File: src/rtl/luhn_card_number_classifier_top_defines.svh
// assertion macros for the luhn card number classifier rtl
`ifndef LUHN_CARD_NUMBER_CLASSIFIER_TOP_DEFINES_SVH
`define LUHN_CARD_NUMBER_CLASSIFIER_TOP_DEFINES_SVH

// property holds in the same cycle as its trigger
`define LCNC_ASSERT_SAME(label, clk, rst, trig, prop, msg) \
   label: assert property (@(posedge clk) disable iff (rst) (trig) |-> (prop)) \
      else $error(msg);

// property holds in the cycle after its trigger
`define LCNC_ASSERT_NEXT(label, clk, rst, trig, prop, msg) \
   label: assert property (@(posedge clk) disable iff (rst) (trig) |=> (prop)) \
      else $error(msg);

`endif

File: src/rtl/lcnc_pkg.sv
// types, constants and digit tables of the luhn card number classifier
`default_nettype none

package lcnc_pkg;

   localparam int DigitWidth   = 4;
   localparam int CountWidth   = 5;
   localparam int VerdictWidth = 2;

   localparam int MaxDigitsDefault = 19;

   // lengths that a class accepts
   localparam int LenShort = 13;
   localparam int LenMid   = 15;
   localparam int LenLong  = 16;

   // prefix digits
   localparam logic [DigitWidth-1:0] PrefixThree = 4'd3;
   localparam logic [DigitWidth-1:0] PrefixFour  = 4'd4;
   localparam logic [DigitWidth-1:0] PrefixFive  = 4'd5;
   localparam logic [DigitWidth-1:0] PrefixSeven = 4'd7;
   localparam logic [DigitWidth-1:0] PrefixOne   = 4'd1;

   localparam logic [DigitWidth-1:0] Radix = 4'd10;

   typedef logic [DigitWidth-1:0] digit_type;
   typedef logic [CountWidth-1:0] count_type;

   typedef enum logic [VerdictWidth-1:0] {
      VERDICT_INVALID = 2'd0,
      VERDICT_CLASS_A = 2'd1,
      VERDICT_CLASS_B = 2'd2,
      VERDICT_CLASS_C = 2'd3
   } verdict_type;

   // checksum contribution of a doubled digit: digit sum of 2d, mod 10
   function automatic digit_type dbl_contrib(input digit_type d);
      digit_type r;
      case (d)
         4'd0:    r = 4'd0;
         4'd1:    r = 4'd2;
         4'd2:    r = 4'd4;
         4'd3:    r = 4'd6;
         4'd4:    r = 4'd8;
         4'd5:    r = 4'd1;
         4'd6:    r = 4'd3;
         4'd7:    r = 4'd5;
         4'd8:    r = 4'd7;
         4'd9:    r = 4'd9;
         4'd10:   r = 4'd2;
         4'd11:   r = 4'd4;
         4'd12:   r = 4'd6;
         4'd13:   r = 4'd8;
         4'd14:   r = 4'd0;
         default: r = 4'd3;
      endcase
      return r;
   endfunction

   // checksum contribution of a plain digit, mod 10
   function automatic digit_type pln_contrib(input digit_type d);
      return (d >= Radix) ? d - Radix : d;
   endfunction

   // sum of two residues below ten, mod 10
   function automatic digit_type add_mod10(input digit_type a, input digit_type b);
      logic [DigitWidth:0] s;
      s = {1'b0, a} + {1'b0, b};
      return (s >= {1'b0, Radix}) ? DigitWidth'(s - {1'b0, Radix}) : DigitWidth'(s);
   endfunction

endpackage

`default_nettype wire

File: src/rtl/lcnc_chan_if.sv
// valid/ready channels for digit words and verdict words
`default_nettype none

interface lcnc_req_if;
   logic                 valid;
   logic                 ready;
   lcnc_pkg::digit_type  digit;
   logic                 last_digit;

   modport source (output valid, output digit, output last_digit, input ready);
   modport sink   (input valid, input digit, input last_digit, output ready);
endinterface

interface lcnc_rsp_if;
   logic                   valid;
   logic                   ready;
   lcnc_pkg::verdict_type  verdict;

   modport source (output valid, output verdict, input ready);
   modport sink   (input valid, input verdict, output ready);
endinterface

`default_nettype wire

File: src/rtl/luhn_card_number_classifier_top.sv
// top level of the luhn mod-10 card number classifier
//
//   channel   dir   words               handshake
//   req_bus   in    digit, last_digit   valid/ready, one digit per word
//   rsp_bus   out   verdict             valid/ready, one word per number
//
// a digit word is taken into an input register; a plain digit is folded into the running
// sums at the next edge, a last digit loads its verdict into the output register once
// that register has room; one digit word per cycle, sustained while no last digit waits;
// a verdict word is offered from the output register until it is taken with rsp_bus.ready
// a waiting verdict only holds a last digit word back, and the words behind it; plain digits before it keep flowing
// reset is synchronous, active high, and clears all control and running state
`default_nettype none

`include "luhn_card_number_classifier_top_defines.svh"

module luhn_card_number_classifier_top #(
   parameter int MAX_DIGITS = lcnc_pkg::MaxDigitsDefault
) (
   input  wire            clock,
   input  wire            reset,
   lcnc_req_if.sink       req_bus,
   lcnc_rsp_if.source     rsp_bus
);

   localparam int W = lcnc_pkg::CountWidth;
   localparam logic [W-1:0] MaxCount = W'(MAX_DIGITS);

   // input register
   logic                  s1_valid_ff, s1_valid_in;
   lcnc_pkg::digit_type   s1_digit_ff, s1_digit_in;
   logic                  s1_last_ff,  s1_last_in;

   // running state of the number being received
   lcnc_pkg::digit_type   sum_even_ff, sum_even_in;
   lcnc_pkg::digit_type   sum_odd_ff,  sum_odd_in;
   lcnc_pkg::count_type   count_ff,    count_in;
   lcnc_pkg::digit_type   lead_ff,     lead_in;
   lcnc_pkg::digit_type   second_ff,   second_in;

   // output register
   logic                  out_valid_ff,   out_valid_in;
   lcnc_pkg::verdict_type out_verdict_ff, out_verdict_in;

   logic                  out_free;
   logic                  s1_fire;
   logic                  req_fire;
   lcnc_pkg::digit_type   dbl_val;
   lcnc_pkg::digit_type   pln_val;
   lcnc_pkg::digit_type   even_upd;
   lcnc_pkg::digit_type   odd_upd;
   lcnc_pkg::digit_type   lead_upd;
   lcnc_pkg::digit_type   second_upd;
   lcnc_pkg::count_type   count_upd;
   lcnc_pkg::digit_type   total;
   lcnc_pkg::verdict_type verdict_upd;

   // handshake: a last digit word needs room in the output register
   assign out_free      = !out_valid_ff || rsp_bus.ready;
   assign s1_fire       = s1_valid_ff && (!s1_last_ff || out_free);
   assign req_bus.ready = !s1_valid_ff || s1_fire;
   assign req_fire      = req_bus.valid && req_bus.ready;

   assign rsp_bus.valid   = out_valid_ff;
   assign rsp_bus.verdict = out_verdict_ff;

   // digit fold: position parity picks which sum doubles this digit
   always_comb begin
      dbl_val = lcnc_pkg::dbl_contrib(s1_digit_ff);
      pln_val = lcnc_pkg::pln_contrib(s1_digit_ff);

      if (count_ff[0]) begin
         even_upd = lcnc_pkg::add_mod10(sum_even_ff, pln_val);
         odd_upd  = lcnc_pkg::add_mod10(sum_odd_ff, dbl_val);
      end else begin
         even_upd = lcnc_pkg::add_mod10(sum_even_ff, dbl_val);
         odd_upd  = lcnc_pkg::add_mod10(sum_odd_ff, pln_val);
      end

      // capture the first two digits for the prefix check
      lead_upd   = (count_ff == '0) ? s1_digit_ff : lead_ff;
      second_upd = (count_ff == W'(1)) ? s1_digit_ff : second_ff;

      // length saturates, later digits reuse the last position
      count_upd = (count_ff < MaxCount) ? count_ff + W'(1) : count_ff;

      // even length means the first digit was doubled
      total = count_upd[0] ? odd_upd : even_upd;
   end

   lcnc_classify u_classify (
      .lead_digit   (lead_upd),
      .second_digit (second_upd),
      .length       (count_upd),
      .sum_ok       (total == '0),
      .verdict      (verdict_upd)
   );

   always_comb begin
      s1_valid_in = s1_valid_ff;
      s1_digit_in = s1_digit_ff;
      s1_last_in  = s1_last_ff;
      if (req_fire) begin
         s1_valid_in = 1'b1;
         s1_digit_in = req_bus.digit;
         s1_last_in  = req_bus.last_digit;
      end else if (s1_fire) begin
         s1_valid_in = 1'b0;
      end

      sum_even_in = sum_even_ff;
      sum_odd_in  = sum_odd_ff;
      count_in    = count_ff;
      lead_in     = lead_ff;
      second_in   = second_ff;
      if (s1_fire) begin
         if (s1_last_ff) begin
            // number complete: start the next one from scratch
            sum_even_in = '0;
            sum_odd_in  = '0;
            count_in    = '0;
            lead_in     = '0;
            second_in   = '0;
         end else begin
            sum_even_in = even_upd;
            sum_odd_in  = odd_upd;
            count_in    = count_upd;
            lead_in     = lead_upd;
            second_in   = second_upd;
         end
      end

      out_valid_in   = out_valid_ff;
      out_verdict_in = out_verdict_ff;
      if (s1_fire && s1_last_ff) begin
         out_valid_in   = 1'b1;
         out_verdict_in = verdict_upd;
      end else if (rsp_bus.ready) begin
         out_valid_in = 1'b0;
      end
   end

   always_ff @(posedge clock) begin
      if (reset) begin
         s1_valid_ff  <= 1'b0;
         out_valid_ff <= 1'b0;
         sum_even_ff  <= '0;
         sum_odd_ff   <= '0;
         count_ff     <= '0;
         lead_ff      <= '0;
         second_ff    <= '0;
      end else begin
         s1_valid_ff  <= s1_valid_in;
         out_valid_ff <= out_valid_in;
         sum_even_ff  <= sum_even_in;
         sum_odd_ff   <= sum_odd_in;
         count_ff     <= count_in;
         lead_ff      <= lead_in;
         second_ff    <= second_in;
      end
   end

   // payload registers, no reset
   always_ff @(posedge clock) begin
      s1_digit_ff    <= s1_digit_in;
      s1_last_ff     <= s1_last_in;
      out_verdict_ff <= out_verdict_in;
   end

   `LCNC_ASSERT_SAME(a_count_bound, clock, reset, 1'b1, count_ff <= MaxCount,
      "digit count ran past its limit")
   `LCNC_ASSERT_SAME(a_sums_residue, clock, reset, 1'b1,
      (sum_even_ff < lcnc_pkg::Radix) && (sum_odd_ff < lcnc_pkg::Radix),
      "running sum left the mod-10 range")
   `LCNC_ASSERT_NEXT(a_clear_after_last, clock, reset, s1_fire && s1_last_ff,
      (count_ff == '0) && (sum_even_ff == '0) && (sum_odd_ff == '0) && out_valid_ff,
      "state not cleared or verdict missing after last digit")
   `LCNC_ASSERT_NEXT(a_verdict_held, clock, reset, out_valid_ff && !rsp_bus.ready,
      out_valid_ff && (out_verdict_ff == $past(out_verdict_ff)),
      "waiting verdict was dropped or overwritten")

endmodule

`default_nettype wire

File: src/rtl/lcnc_classify.sv
// issuer class decode from prefix, length and checksum result
`default_nettype none

module lcnc_classify (
   input  lcnc_pkg::digit_type    lead_digit,
   input  lcnc_pkg::digit_type    second_digit,
   input  lcnc_pkg::count_type    length,
   input  logic                   sum_ok,
   output lcnc_pkg::verdict_type  verdict
);

   localparam int W = lcnc_pkg::CountWidth;

   logic len_short;
   logic len_mid;
   logic len_long;
   logic class_a;
   logic class_b;
   logic class_c;

   always_comb begin
      len_short = (length == W'(lcnc_pkg::LenShort));
      len_mid   = (length == W'(lcnc_pkg::LenMid));
      len_long  = (length == W'(lcnc_pkg::LenLong));

      class_a = (lead_digit == lcnc_pkg::PrefixThree)
                && ((second_digit == lcnc_pkg::PrefixFour)
                    || (second_digit == lcnc_pkg::PrefixSeven))
                && len_mid;
      class_b = (lead_digit == lcnc_pkg::PrefixFive)
                && (second_digit >= lcnc_pkg::PrefixOne)
                && (second_digit <= lcnc_pkg::PrefixFive)
                && len_long;
      class_c = (lead_digit == lcnc_pkg::PrefixFour) && (len_short || len_long);

      if (!sum_ok) begin
         verdict = lcnc_pkg::VERDICT_INVALID;
      end else if (class_a) begin
         verdict = lcnc_pkg::VERDICT_CLASS_A;
      end else if (class_b) begin
         verdict = lcnc_pkg::VERDICT_CLASS_B;
      end else if (class_c) begin
         verdict = lcnc_pkg::VERDICT_CLASS_C;
      end else begin
         verdict = lcnc_pkg::VERDICT_INVALID;
      end
   end

endmodule

`default_nettype wire
File: src/flat_wrapper.sv
// flat-port wrapper written by rule: the top's interface ports become plain ports
module luhn_card_number_classifier_top_flat 
#(
   parameter int MAX_DIGITS = lcnc_pkg::MaxDigitsDefault
)
  (clock, reset, req_bus_valid, req_bus_digit, req_bus_last_digit, req_bus_ready, rsp_bus_valid, rsp_bus_verdict, rsp_bus_ready);
  lcnc_req_if req_bus_i ();
  lcnc_rsp_if rsp_bus_i ();
  input  wire clock;
  input  wire reset;
  input wire logic [$bits(req_bus_i.valid)-1:0] req_bus_valid;
  input wire logic [$bits(req_bus_i.digit)-1:0] req_bus_digit;
  input wire logic [$bits(req_bus_i.last_digit)-1:0] req_bus_last_digit;
  output wire logic [$bits(req_bus_i.ready)-1:0] req_bus_ready;
  output wire logic [$bits(rsp_bus_i.valid)-1:0] rsp_bus_valid;
  output wire logic [$bits(rsp_bus_i.verdict)-1:0] rsp_bus_verdict;
  input wire logic [$bits(rsp_bus_i.ready)-1:0] rsp_bus_ready;
  assign req_bus_i.valid = req_bus_valid;
  assign req_bus_i.digit = req_bus_digit;
  assign req_bus_i.last_digit = req_bus_last_digit;
  assign req_bus_ready = req_bus_i.ready;
  assign rsp_bus_valid = rsp_bus_i.valid;
  assign rsp_bus_verdict = rsp_bus_i.verdict;
  assign rsp_bus_i.ready = rsp_bus_ready;
  luhn_card_number_classifier_top #(.MAX_DIGITS(MAX_DIGITS)) u_core (.clock(clock), .reset(reset), .req_bus(req_bus_i), .rsp_bus(rsp_bus_i));
endmodule
File: config.mk
export PLATFORM = sky130hd
export DESIGN_NAME = luhn_card_number_classifier_top_flat
export DESIGN_NICKNAME = d
export VERILOG_FILES = /design/src/rtl/lcnc_pkg.sv /design/src/rtl/lcnc_chan_if.sv /design/src/rtl/luhn_card_number_classifier_top.sv /design/src/rtl/lcnc_classify.sv /design/src/flat_wrapper.sv
export VERILOG_INCLUDE_DIRS = /design/src /design/src/rtl
export SDC_FILE = /design/constraint.sdc
export NUM_CORES = 1
export LEC_CHECK = 0
export BUFFER_PORTS_ARGS = -buffer_cell sky130_fd_sc_hd__buf_2
export CORE_MARGIN = 8
export CORE_UTILIZATION = 67
export DETAILED_ROUTE_END_ITERATION = 7
export GPL_ROUTABILITY_DRIVEN = 0
export HOLD_SLACK_MARGIN = 0.15
export PLACE_DENSITY = 0.86
export SYNTH_ARGS = -nofsm -noshare
export SYNTH_HDL_FRONTEND = slang
export SYNTH_HIERARCHICAL = 1
export SYNTH_SLANG_ARGS = --single-unit
File: constraint.sdc
create_clock -name clock -period 8.8 [get_ports clock]
set_input_delay 0.88 -clock clock [delete_from_list [all_inputs] [get_ports clock]]
set_output_delay 0.88 -clock clock [all_outputs]
set_load 0.01 [all_outputs]
==> flow_metrics.tcl <==
set metrics [dict create \
    syn_to_final_growth_pct 6.11 \
    critPathSlowestCell "edfxtp_1" \
    clk_latency_ps 290 \
    synth-edff-count 7 \
    drive_above_1_share_pct 12.4 \
    relSlewSlack_pct 13.8 \
    finClkSkew_ps 5.06 \
    ant_nets 0 \
    hold_violations 0 \
    vdd_drop_max_uv 135 \
    post_synth.cell_area_avg_sq_um 8.64 \
    critPathMostFrequentCell "inv_1" \
    min_period_ps 4120 \
    drt_iter0_drc 219 \
    setup-violations-final 0 \
    critPathTopFamily "simple AND/OR/NAND/NOR gates" \
    wire_per_inst_um 16.5 \
    rrSetupSlack_ps 4680 \
    antenna_found_initial 0 \
    clock-root-buffer "clkbuf_8" \
    rows 23 \
    overflow 0 \
    clk_pin_slew_ps 70 \
    worstPathCellList "inv_1 > mux2i_1 > inv_1 > fa_1 > xnor2_1 > inv_1 > ha_1 > o31ai_2 > a21oi_1 > nor3_2 > mux2i_1 > nor4_1 > o2bb2ai_2 > nor4bb_1 > nand4_1 > o32ai_1" \
    diodes 0 \
    synth_area_sq_um 2770 \
    first_pass_iters 6 \
    fin_area_sq_um 2930 \
    synth_ff_type "dfxtp_1" \
    synthArstFlopShare_pct 0 \
    cts_tree "built" \
    fin_nets 370 \
    dpl.hpwl_um 4620 \
    post_cts_buffers 0 \
    port_buffers 12 \
    grt_start_max_net_pins 26 \
    critPathBufInv 3 \
    synth-warning-count 6 \
    start_util_pct 69.1 \
    whs_ps 490 \
    drc 0 \
    die_w_um 80.2 \
    coreArea_sq_um 4000 \
    cts-buffers-inserted 5 \
    max_stage_delay_ps 450 \
    place_area_sq_um 2850 \
    rsz0062_at_grt "false" \
    start_kind "flop" \
    route.vias.total 2406 \
    status "finished clean" \
    clock-sinks 34 \
    setup_tns_ps 0 \
    syn_nets 361 \
    htree_levels 2 \
    critPathRequiredTime_ps 8920 \
    maxSlewViolCount 0 \
    p_leak_uw 0.00123 \
    die_y_um 80.2 \
    grt_first_pass_wirelength_um 10400 \
    hold_class "reg2reg" \
    holdBufCountCts 0 \
    drt_wl_total_um 6260 \
    ys_seq_area_share_pct 27.1 \
    worst_pin_slew_ps 1290 \
    die_area_sq_um 6440 \
    maxCapViolCount 0 \
    path_max_fanout 6 \
    syn_inst 320 \
    viasPerCell 6.33 \
    grtUsageTotal_pct 19.9 \
    finalCritPeriodShare_pct 46.9 \
    critPathCaptureType "flop" \
    grt_pass1_vias 2289 \
    timing.fmax_mhz 242 \
    cp.arrival_ps 4240 \
    synth-seq-cells 34 \
    synthDistinctLibCells 61 \
    p_per_area_nw_per_um2 149 \
    path_class "reg2reg" \
    clock_path_buffers 2 \
    cts_resized 0 \
    io_pins 13 \
]
[state kept, by name, indices dropped and copies added, names as in the netlist]
name / flops
u_core/count_ff: 5
u_core/sum_even_ff: 4
u_core/dbl_val: 4
u_core/lead_ff: 4
u_core/sum_odd_ff: 4
u_core/s1_valid_ff: 1
u_core/s1_digit_ff: 4
u_core/s1_last_ff: 1
u_core/rsp_bus.verdict: 2
u_core/rsp_bus.valid: 1
u_core/second_ff: 4
[Yosys cell counts, drive strengths merged, types with 2 or more instances]
library cell	number	area [sq um]
a211oi	2	20.0
a21o	3	22.5
a21oi	26	134
a22oi	13	97.6
a32oi	3	26.3
and2	4	25.0
clkbuf	10	37.5
dfxtp	27	541
edfxtp	7	210
fa	4	80.1
ha	28	350
inv	27	101
mux2	14	161
mux2i	8	80.1
nand2	24	90.1
nand2b	4	25.0
nand3	9	45.0
nand4	2	12.5
nor2	31	116
nor2b	7	43.8
nor3	5	30.0
nor3b	2	15.0
nor4	4	25.0
o21a	2	15.0
o21ai	10	50.1
o22ai	3	18.8
o2bb2ai	2	23.8
o311ai	3	26.3
o31ai	2	20.0
xnor2	9	78.8
xor2	4	42.6
[report_power, final]
| part | total, uW | internal [uW] | switching [uW] |
|---|---|---|---|
| Clock | 115 | 56.0 | 58.9 |
| Combinational | 146 | 61.7 | 84.3 |
| Sequential | 176 | 166 | 10.0 |
[area by class of cell]
cell class              count  area [sq um]
clock buffers               7          76.3
repair buffers             12          60.1
inverters                  27           101
multi-input cells         249          1880
flip-flops and latches     34           751
clock inverters             1          7.51
well taps                  50          62.6
fillers                   309          1070
[tightest hold or removal path, delay by kind of cell, from the launching register on]
| family | cells | cell delay (ps) |
|---|---|---|
| AOI/OAI and AO/OA | 1 | 50 |
| and+or+nand+nor | 1 | 60 |
| DFF | 1 | 330 |
[metrics by stage]
stage,power (uW),utilization [%],instances,worst slack [ps]
2_1_floorplan,291,-,320,5180
3_3_place_gp,315,71.3,372,4960
4_1_cts,436,73.4,380,4740
3_5_place_dp,321,71.3,372,4810
6_report,437,73.4,380,4680
5_1_grt,461,73.4,380,4350
[final timing paths]
check | cells past startpoint | startpoint | end
max | 16 | u_core/s1_digit_ff[1] | u_core/rsp_bus.verdict[0]
max reg2reg | 16 | u_core/s1_digit_ff[1] | u_core/rsp_bus.verdict[0]
min | 2 | u_core/sum_even_ff[0] | u_core/sum_even_ff[0]
min reg2reg | 2 | u_core/sum_even_ff[0] | u_core/sum_even_ff[0]
[metal layers]
layer	vias to the layer above	track usage, %	wire length [um]	part of all wire [%]
met2	75	34.0	3010	48
li1	1185	-	-	-
met4	0	6.18	115	1.8
met5	-	0	0	0
met1	1131	24.3	2800	45
met3	15	4.24	332	5.3
[cell families (layout without fill, tap and decap cells)]
family	Yosys count	after routing	share of synthesized area, %
compound gates	85	85	21.9
xor+xnor	13	13	4.39
fa+ha+maj	32	32	15.6
buf+inv	37	47	5.02
flops	34	34	27.1
mux	22	22	8.73
simple gates	97	97	17.2
[layout by cell type (no fill, tap or decap), types with 5 or more instances in the layout]
| master | Yosys | final |
|---|---|---|
| mux2_2 | 12 | 12 |
| ha_1 | 28 | 28 |
| o21ai_0 | 8 | 8 |
| a22oi_1 | 13 | 13 |
| buf_2 | 0 | 12 |
| nor2b_1 | 7 | 7 |
| nand3_1 | 9 | 9 |
| dfxtp_1 | 27 | 27 |
| nor2_1 | 31 | 31 |
| mux2i_1 | 8 | 8 |
| a21oi_1 | 25 | 25 |
| xnor2_1 | 9 | 9 |
| clkbuf_8 | 0 | 5 |
| nand2_1 | 24 | 24 |
| edfxtp_1 | 7 | 7 |
| inv_1 | 27 | 27 |
Note: power is estimated with default switching activity, not from simulation.
